File: config.mk
export PLATFORM = sky130hd
export DESIGN_NAME = tccs_ctrl
export DESIGN_NICKNAME = d
export VERILOG_FILES = /design/src/rtl/tccs_pkg.sv /design/src/rtl/tccs_ctrl.sv
export SDC_FILE = /design/constraint.sdc
export NUM_CORES = 1
export LEC_CHECK = 0
export ABC_AREA = 1
export BUFFER_PORTS_ARGS = -buffer_cell sky130_fd_sc_hd__buf_2
export CORE_UTILIZATION = 35
export CTS_BUF_LIST = sky130_fd_sc_hd__clkbuf_8
export DETAILED_ROUTE_END_ITERATION = 12
export PLACE_DENSITY = 0.71
export SKIP_LAST_GASP = 1
export SYNTH_ARGS = -nofsm -noshare
export SYNTH_HDL_FRONTEND = slang
export SYNTH_SLANG_ARGS = --single-unit
File: constraint.sdc
create_clock -name clock -period 3.2 [get_ports clock]
set_input_delay 0.32 -clock clock [delete_from_list [all_inputs] [get_ports clock]]
set_output_delay 0.32 -clock clock [all_outputs]
set_load 0.05 [all_outputs]
File: src/rtl/tccs_pkg.sv
`timescale 1ns / 1ps

package tccs_pkg;

   localparam logic [7:0] ATTR_RESET   = 8'h0F;
   localparam logic [7:0] NEWLINE_CODE = 8'h0A;
   localparam logic [7:0] SPACE_CODE   = 8'h20;

   typedef enum logic [1:0] {
      CMD_PUT   = 2'd0,
      CMD_CLEAR = 2'd1,
      CMD_READ  = 2'd2
   } cmd_type;

   typedef struct packed {
      logic [1:0]  cmd;
      logic [7:0]  char_code;
      logic [10:0] cell_index;
   } tccs_req_type;

   typedef struct packed {
      logic [4:0]  cursor_row_out;
      logic [6:0]  cursor_col_out;
      logic [15:0] cell_data;
      logic        scrolled;
   } tccs_rsp_type;

   typedef enum logic [3:0] {
      ST_IDLE,
      ST_PUT,
      ST_CLEAR,
      ST_READ_ADDR,
      ST_READ_DATA,
      ST_SCROLL_COPY,
      ST_SCROLL_DRAIN,
      ST_SCROLL_FILL,
      ST_RESPOND
   } state_type;

   typedef struct packed {
      logic item_load;
      logic put_do;
      logic clear_write;
      logic cursor_home;
      logic read_capture;
      logic copy_read;
      logic fill_write;
      logic cnt_zero;
      logic cnt_inc;
      logic rsp_load;
   } tccs_cmd_type;

   typedef struct packed {
      logic need_scroll;
      logic cnt_copy_end;
      logic cnt_end;
      logic rsp_busy;
   } tccs_sts_type;

endpackage

File: src/rtl/tccs_ctrl.sv
`timescale 1ns / 1ps

module tccs_ctrl (
   input  logic                  clock,
   input  logic                  reset,
   input  logic                  req_valid,
   input  logic [1:0]            req_cmd,
   output logic                  req_stall,
   input  tccs_pkg::tccs_sts_type sts,
   output tccs_pkg::tccs_cmd_type cmd
);

   tccs_pkg::state_type state_ff, state_in;

   always_ff @(posedge clock) begin
      if (reset) begin
         state_ff <= tccs_pkg::ST_IDLE;
      end else begin
         state_ff <= state_in;
      end
   end

   always_comb begin
      state_in  = state_ff;
      cmd       = '0;
      req_stall = (state_ff != tccs_pkg::ST_IDLE);
      case (state_ff)
         tccs_pkg::ST_IDLE: begin
            if (req_valid) begin
               cmd.item_load = 1'b1;
               case (req_cmd)
                  tccs_pkg::CMD_PUT:   state_in = tccs_pkg::ST_PUT;
                  tccs_pkg::CMD_CLEAR: begin
                     cmd.cnt_zero = 1'b1;
                     state_in     = tccs_pkg::ST_CLEAR;
                  end
                  tccs_pkg::CMD_READ:  state_in = tccs_pkg::ST_READ_ADDR;
                  default:             state_in = tccs_pkg::ST_RESPOND;
               endcase
            end
         end
         tccs_pkg::ST_PUT: begin
            cmd.put_do = 1'b1;
            if (sts.need_scroll) begin
               cmd.cnt_zero = 1'b1;
               state_in     = tccs_pkg::ST_SCROLL_COPY;
            end else begin
               state_in = tccs_pkg::ST_RESPOND;
            end
         end
         tccs_pkg::ST_CLEAR: begin
            cmd.clear_write = 1'b1;
            cmd.cnt_inc     = 1'b1;
            if (sts.cnt_end) begin
               cmd.cursor_home = 1'b1;
               state_in        = tccs_pkg::ST_RESPOND;
            end
         end
         tccs_pkg::ST_READ_ADDR: state_in = tccs_pkg::ST_READ_DATA;
         tccs_pkg::ST_READ_DATA: begin
            cmd.read_capture = 1'b1;
            state_in         = tccs_pkg::ST_RESPOND;
         end
         tccs_pkg::ST_SCROLL_COPY: begin
            cmd.copy_read = 1'b1;
            cmd.cnt_inc   = 1'b1;
            if (sts.cnt_copy_end) begin
               state_in = tccs_pkg::ST_SCROLL_DRAIN;
            end
         end
         tccs_pkg::ST_SCROLL_DRAIN: state_in = tccs_pkg::ST_SCROLL_FILL;
         tccs_pkg::ST_SCROLL_FILL: begin
            cmd.fill_write = 1'b1;
            cmd.cnt_inc    = 1'b1;
            if (sts.cnt_end) begin
               state_in = tccs_pkg::ST_RESPOND;
            end
         end
         tccs_pkg::ST_RESPOND: begin
            if (!sts.rsp_busy) begin
               cmd.rsp_load = 1'b1;
               state_in     = tccs_pkg::ST_IDLE;
            end
         end
         default: state_in = tccs_pkg::ST_IDLE;
      endcase
   end

endmodule

# Word level (Yosys, flattened, before mapping)
# Cells that the tools add are included.
[word_totals]
ramBits = 0
out_inout_bits = 11
latch_bits = 0
word_cells = 43
reg_bits = 4
n_memories = 0
romBits = 0
[classes]
addsub = 0
shift = 0
reduce_logical = 6
magnitude_cmp = 0
bitwise_logic = 0
n_eq_ne = 14
mul = 0
n_div = 0
mux = 22
[ops]
columns = ["op", "n"]
rows = [
  ["$pmux 4 s8", 1],
  ["$mux 4", 5],
  ["$eq 4x3->1 const B", 4],
  ["$mux 1", 13],
  ["$pmux 4 s3", 1],
  ["$eq 4x2->1 const B", 2],
  ["$ne 2x2->1 const B", 3],
  ["$eq 4x1->1 const B", 1],
  ["$eq 4x4->1 const B", 1],
  ["$logic_not 4->1", 1],
  ["$reduce_and 4->1", 1],
  ["$reduce_bool 4->1", 1],
  ["$reduce_or 3->1", 1],
  ["$eq 2x1->1 const B", 1],
  ["$eq 2x2->1 const B", 1],
  ["$logic_not 2->1", 1],
  ["$mux 2", 1],
  ["$ne 2x1->1 const B", 1],
  ["$pmux 1 s2", 1],
  ["$reduce_or 2->1", 1],
]

# Depth between registers and ports, before layout
# Gate-level depths: netlist of run 1.
[depth]
word_depth = 4
depth_mapped = 8

# Worst setup path after synthesis of run 1
# OpenSTA, ideal clock, no wires.
[synth_path]
path_type = "register -> output"
from = "register state_ff[0]"
to = "output port cmd[2] in the netlist's numbering"
path_stages_with_launch = 6
arrival_ns = 2.031
setup_slack_ns = 0.849
path_buffers = 0
path_cell_list = "dfxtp_1 > nor2_2 > nand2_2 > nor2_1 > nand2_1 > nand2_1"
[synth_rtl]
columns = ["item", "line_no", "rtl"]
rows = [
  ["from (decl)", "tccs_ctrl.sv:13", "tccs_pkg::state_type state_ff, state_in;"],
  ["from (signal assigned)", "tccs_ctrl.sv:17", "state_ff <= tccs_pkg::ST_IDLE;"],
  ["from (signal assigned)", "tccs_ctrl.sv:19", "state_ff <= state_in;"],
  ["to (decl)", "tccs_ctrl.sv:10", "output tccs_pkg::tccs_cmd_type cmd"],
]

==> metrics.txt, run 1 <==
Top delay family on crit path=simple AND/OR/NAND/NOR gates; Worst Path Arrival=1.41 ns; DR iter-0 viols=6; FP Rows=12; Layout Nets=117; leading area contributor after synthesis=dfxtp_1; Largest Register=state_ff; static leakage=0.000424 uW; met3 Track Usage GR=1.74%; GRT overflow=0; clk_lat worst skew=0.21 ns; sequential area share after synthesis=approximately 17%; critical path's slowest cell=dfxtp_1; CTS clk-pin slew, worst paths=roughly 0.030 ns; Die ar.=~0.0015 mm^2; GPL Wtd Cong=0.847; Setup Buffers After CTS=0; xor/xnor share of the synthesized area=0%; max FFs per register=4; hold depth=4; hold_sp=reset; syn nets=between 90 and 100; reg2reg start=state_ff[0]; PortBufs=19; Initial Utilization=39.4%; CTS tree=built; Setup crit start kind=flop; largest net degree at the start of global routing=8; main flop type after synthesis=dfxtp_1; R2R cell count=5; simple-gate share of the synthesized area=between 50 and 60%; Clock Tree Buf Depth=2; layout cells sized above 1=a little over a third; first-pass GRT wire length=1720 um; routed wire length=around 1000 um; GRT met2 Usage=approximately a third; crit-path max FO=6; compound-cell area share of the yosys netlist=around 5.1%; Most common cell on crit path=nand2_1; combinational family with the most area after synthesis=simple AND/OR/NAND/NOR gates; synthesized area=around 460 um^2; n_diodes=0; Worst setup EP type=output pin; Peak VDD IR=0.546 mV; Die Wd=~38 um; Synth warnings=0; global-route usage over all layers=between 10% and 20%; slew at the pin with the worst max-slew slack=0.241 ns; fin util=between 50% and 60%; Post-synth EDFFs=0; Setup WS pre-CTS=1.69 ns; post-layout min period=1.73 ns; Slew HR=a little over four fifths; Num CTS Buffers=3; layout filler cell count=139; Max Clock Freq=about 580 MHz; DP HPWL=a little under 900 um; initial antenna violation count=0; GR met1 Demand/Resource=approximately a fifth; busiest grt layer=met2; vias in the first global route=462; Pwr Density=about 1200 mW/mm^2; Max Slew Vio Count=0; Area contributors post-synth=dfxtp_1 17%, inv_1 13%, nand2_1 13%; Required @ worst endpoint=roughly 2.9 ns; CTS H-Tree Depth=1; I/O pin total=20; Avg Cell Area, Syn=between 5 and 6 um^2; status=finished clean; Final Skew=between 0.0009 and 0.001 ns; cts hold-fix bufs=0; Setup WS post-layout=about 1.5 ns; Hold Fails Final Rpt=0; top flop regs=state_ff: 4 flops; placed inst area=around 570 um^2; worst min-delay path class=in2reg; TNS Setup=0 ns; critical path cell sequence=nor2_2 > nand2_2 > nor2_1 > nand2_1 > nand2_1 > buf_2; Reg2Reg Capture Point=state_ff[2]; Final period util=54.0%; kind of critical path=reg2out; # setup viols final=0; DRC=0; post-synthesis register bit count=4; Crit path largest cell delay=0.36 ns; # Max-Cap Violations=0; Post-synth top cells=16 x inv_1, 16 x nand2_1, 13 x nor2_1; root buf cell=clkbuf_8; post-cts sizing count=0; CTS Sinks=4; first drt pass iteration count=4; unrepaired setup endpoints after global routing=no; Synth top area share=between 10% and 20%; via/cell ratio=roughly 4.5; multiplexer area fraction after synthesis=0%; Yosys cell types=15; hold endpoint=state_ff[1]; vias after detailed routing=between 500 and 600; die height=about 38 um; Routed Antenna Nets=0; P&R area growth vs syn=33.3%; r2r setup slk=between 1.5 and 2 ns; Buf+Inv Stages, Crit Path=1; final std cell area, no fill=between 600 and 700 um^2; post-DR wirelength/cell=about 8.8 um; Gate Count Post-Synth=80; Async S/R FF share, synth=0%; CORE AREA=~0.0012 mm^2; post-synthesis adder-cell area fraction=10.8%
how the worst max path moves through the flow:
| stage | start | end | slack [ns] | cells past startpoint |
|---|---|---|---|---|
| floorplan | state_ff[0] | cmd[2] | 0.85 | 5 |
| global placement | state_ff[0] | cmd[2] | 1.72 | 6 |
| detailed placement | state_ff[0] | cmd[2] | 1.69 | 6 |
| CTS | state_ff[0] | cmd[2] | 1.46 | 6 |
| global route | state_ff[0] | cmd[2] | 1.33 | 6 |
| finish | state_ff[0] | cmd[2] | 1.47 | 6 |
layout by cell type (no fill, tap or decap):
master and instances:
o21ai_1 2, nand3_2 2, nand4_1 1, nand3_1 8
nor2_4 1, dfxtp_1 4, o21ai_0 1, inv_2 3
nand2_2 2, nor2_1 13, a21oi_2 1, nand2_1 16
inv_1 16, nor2_2 6, clkbuf_8 3, buf_2 19
ha_1 4
cell families after synthesis:
family / Yosys count
buffers and inverters: 19
AND/OR/NAND/NOR: 49
AO/OA/AOI/OAI: 4
adder cells (fa/ha/maj): 4
flip-flops: 4
where the power goes:
group	switching (uW)	internal, uW
Sequential	36.8	74.5
Clock	22.5	79.9
Combinational	406	141
metrics by stage:
step	std cells	power [uW]	hold WS, ns
2_1_floorplan	80	551	0.496
3_3_place_gp	113	656	0.593
3_5_place_dp	113	660	0.608
4_1_cts	116	765	0.381
5_1_grt	116	829	0.418
6_report	116	761	0.383
cell type report:
cell class / instances / area [um^2] / share of cell area, %
Multi-Input combinational cell: 57 / 310 / 50.4
Timing Repair Buffer: 19 / 95.1 / 15.4
Sequential cell: 4 / 80.1 / 13.0
Inverter: 19 / 71.3 / 11.6
Clock buffer: 3 / 41.3 / 6.71
Tap cell: 14 / 17.5 / 2.85
tightest hold or removal path: stages:
cell,delay (ns)
buf_2,0.07
inv_1,0.06
nand2_1,0.07
inv_1,0.03
routing by layer:
metal,vias up,share of wire [%]
li1,284,-
met1,227,48
met2,11,50
met3,0,2.3
met4,0,0
met5,-,0
Note: power is estimated with default switching activity, not from simulation.
==> run 2, diff against run 1 <==
- PLACE_DENSITY: 0.71 -> 0.73
- clock period: 3.2 -> 1.44 ns (I/O delays scaled with it)
==> metrics.txt, run 2 (synthesis gave the netlist of run 1 again) <==
status=finished clean; Max Slew Vio Count=0; Hold Fails Final Rpt=0; via/cell ratio=4.62; CTS clk-pin slew, worst paths=approximately 0.03 ns; I/O pin total=20; CTS H-Tree Depth=1; vias after detailed routing=540; DR iter-0 viols=6; P&R area growth vs syn=47.4%; met3 wire len=around 56 um; cts hold-fix bufs=0; layout cells sized above 1=between 40% and 50%; Final period util=a little over nine tenths; Met2 Wirelength=542 um; Die ar.=~0.0015 mm^2; first-pass GRT wire length=about 1600 um; routed wire length=1040 um; slew at the pin with the worst max-slew slack=approximately 0.25 ns; Layout Nets=between 100 and 150; # setup viols final=0; GRT overflow=0; n_diodes=0; Worst Path Arrival=between 1 and 1.5 ns; Initial Utilization=between 30% and 40%; Clock Tree Buf Depth=2; post-layout min period=about 1.4 ns; GPL Wtd Cong=about 0.82; Fin Hold WS=roughly 0.19 ns; max FFs per register=4; CTS tree=built; static leakage=between 0.0004 and 0.0005 uW; Peak VDD IR=1.21 mV; clk_lat worst skew=between 0.2 and 0.25 ns; fin cells=between 100 and 150; Required @ worst endpoint=roughly 1.3 ns; Worst setup EP type=output pin; Setup crit start kind=flop; met1 wire length=~450 um; # Max-Cap Violations=0; DP HPWL=around 860 um; Pwr Density=approximately 2700 mW/mm^2; crit-path max FO=7; first drt pass iteration count=4; post-DR wirelength/cell=8.92 um; largest net degree at the start of global routing=8; Routed Antenna Nets=0; die height=roughly 38 um; top sig layer=met3; kind of critical path=reg2out; unrepaired setup endpoints after global routing=no; Slew HR=between 80% and 90%; worst min-delay path class=in2reg; Max Clock Freq=between 700 and 800 MHz; commonest non-fill, non-tap cell in the layout=inv_1; Largest Register=state_ff; DRC=0; Final Skew=~0.0013 ns; top flop regs=state_ff: 4 flops; initial antenna violation count=0; root buf cell=clkbuf_8; CTS Sinks=4; global-route usage over all layers=15.7%; Design Power=about 1900 uW; TNS Setup=0 ns; Num CTS Buffers=3; CORE AREA=between 0.001 and 0.0015 mm^2; vias in the first global route=423; most frequent cells in the layout=16 x inv_1, 14 x nand2_1, 14 x buf_2, 11 x nor2_1, 8 x nand3_1; PortBufs=19; Die Wd=roughly 38 um; DP Cell Count=approximately 110; FP Rows=12
[run 2: layout make-up]
type	instances	area, um^2
clock buffer	3	41.3
fill	124	490
inverter	19	71.3
multi-input combinational	57	340
sequential	4	87.6
tap	14	17.5
timing repair buffer	20	123
[run 2: routing by layer]
metal | GRT usage, % | up-vias
met5 | 0 | -
met2 | 29.2 | 22
met3 | 5.23 | 0
li1 | - | 287
met4 | 2.68 | 0
met1 | 17.1 | 231
[run 2: through the flow]
step / setup WS, ns / instance area [um^2] / util (%)
after floorplan: -0.0161 / 492 / -
after global placement: 0.134 / 604 / 51.6
after detailed placement: 0.0991 / 604 / 51.6
after CTS: -0.0296 / 654 / 55.9
after global routing: 0.00472 / 681 / 58.1
final: 0.0668 / 681 / 58.1
[run 2: timing repair]
action | 4_1_cts | 5_1_grt
setup endpoints to repair | 4 | 9
pin swaps | 0 | 3
buffers inserted | 0 | 1
resized for setup | 4 | 8
[run 2: final timing paths]
| path | from | to | slack [ns] | cells after the start |
|---|---|---|---|---|
| setup / recovery | state_ff[3] | cmd[2] | 0.07 | 6 |
| hold / removal | reset | state_ff[0] | 0.19 | 4 |
| setup reg to reg | state_ff[3] | state_ff[2] | 0.13 | 7 |
| hold reg to reg | state_ff[0] | state_ff[2] | 0.58 | 2 |
[run 2: critical path: stages (launching register included)]
cell,delay [ns]
dfxtp_2,0.34
nor2_4,0.22
nand2_4,0.09
nor2_4,0.09
nand2_2,0.06
nand2_4,0.07
buf_8,0.14
[run 2: power breakdown]
group / total (uW) / switching, uW / internal, uW / leakage (uW)
clock: 226 / 48.7 / 177 / 0.0000216
sequential: 282 / 98.7 / 184 / 0.0000347
combinational: 1360 / 950 / 407 / 0.000381
total: 1870 / 1100 / 768 / 0.000437
==> run 3, diff against run 2 <==
- BUFFER_PORTS_ARGS: -buffer_cell sky130_fd_sc_hd__buf_2 -> unset
- DONT_BUFFER_PORTS: unset -> 1
- PLACE_DENSITY: 0.73 -> 0.6
==> metrics.txt, run 3 (synthesis gave the netlist of run 1 again) <==
vias in the first global route=414; Slew HR=between 80 and 90%; kind of critical path=reg2out; Clock Tree Buf Depth=2; # Max-Cap Violations=0; Initial Utilization=39.4%; crit-path max FO=7; Routed Antenna Nets=0; clk_lat worst skew=0.22 ns; DRC=0; Worst Path Arrival=between 1 and 1.5 ns; Hold Fails Final Rpt=0; DP HPWL=~800 um; Setup crit start kind=flop; vias after detailed routing=between 400 and 500; Worst setup EP type=output pin; Largest Register=state_ff; post-layout min period=roughly 1.4 ns; P&R area growth vs syn=38.2%; unrepaired setup endpoints after global routing=yes; PortBufs=0; final std cell area, no fill=approximately 640 um^2; CTS tree=built; die height=roughly 38 um; first drt pass iteration count=4; GR met1 Demand/Resource=a little under a fifth; Die Wd=about 38 um; worst min-delay path class=in2reg; CORE AREA=~0.0012 mm^2; busiest grt layer=met2; Required @ worst endpoint=1.30 ns; first-pass GRT wire length=roughly 1600 um; GRT overflow=0; global-route usage over all layers=between 15 and 20%; Setup WS post-layout=0.0496 ns; met3 Track Usage GR=7.56%; placed inst area=582 um^2; n_diodes=0; GPL Wtd Cong=just over 0.8; most frequent cells in the layout=14 x inv_1, 14 x nand2_1, 11 x nor2_1, 8 x nand3_1, 7 x buf_4; post-DR wirelength/cell=approximately 9.4 um; top flop regs=state_ff: 4 flops; GRT met2 Usage=between 20% and 30%; Num CTS Buffers=3; Max Slew Vio Count=0; largest net degree at the start of global routing=8; Final period util=96.6%; layout cells sized above 1=approximately 37%; # setup viols final=0; Max Clock Freq=roughly 720 MHz; initial antenna violation count=0; post-cts sizing count=2; Final Skew=0.00313 ns; CTS clk-pin slew, worst paths=roughly 0.030 ns; root buf cell=clkbuf_8; Setup Buffers After CTS=0; Die ar.=between 0.001 and 0.0015 mm^2; Fin Hold WS=0.112 ns; I/O pin total=20; routed wire length=between 900 and 1000 um; TNS Setup=0 ns; Layout Nets=approximately 110; cts hold-fix bufs=0; FP Rows=12; CTS H-Tree Depth=1; via/cell ratio=~4.6; status=finished clean; DR iter-0 viols=14; CTS Sinks=4; slew at the pin with the worst max-slew slack=~0.25 ns; Setup WS pre-CTS=roughly 0.15 ns; max FFs per register=4
run 3: cell types whose count changed in the layout (fill, tap and decap cells not counted), moves of 2 or more:
cell,previous run,this run
buf_2,14,0
buf_4,3,7
clkbuf_4,2,0
clkinvlp_4,0,2
dfxtp_1,0,2
inv_1,16,14
run 3: worst paths after layout:
check | startpoint | end | slack [ns] | cells after the start
max | state_ff[3] | cmd[1] | 0.05 | 4
min | reset | state_ff[0] | 0.11 | 3
max reg2reg | state_ff[3] | state_ff[2] | 0.14 | 6
min reg2reg | state_ff[0] | state_ff[0] | 0.59 | 2
run 3: stage by stage:
step	std cells	util (%)
floorplan	80	-
global placement	102	49.7
detailed placement	102	49.7
CTS	105	53.6
global route	105	54.5
finish	105	54.5
run 3: critical path: stages, from the launching register on:
cell	delay [ns]
dfxtp_1	0.45
nor2_4	0.10
nand2_2	0.16
nand3_1	0.14
buf_12	0.18
run 3: area by class of cell:
class / count / area [um^2]
multi-input combinational: 57 / 345
inverter: 19 / 78.8
sequential: 4 / 82.6
clock buffer: 3 / 41.3
timing repair buffer: 8 / 72.6
fill: 119 / 533
tap: 14 / 17.5
run 3: metal layers:
metal  part of all wire, %  routed length (um)
met1                    49                 481
met2                    45                 449
met3                   5.7                  56
met4                     0                   0
met5                     0                   0
Power of run 3 is left out: the tool's default activity adds up to more than one toggle a clock period on the data nets, which glitch-free logic cannot reach.
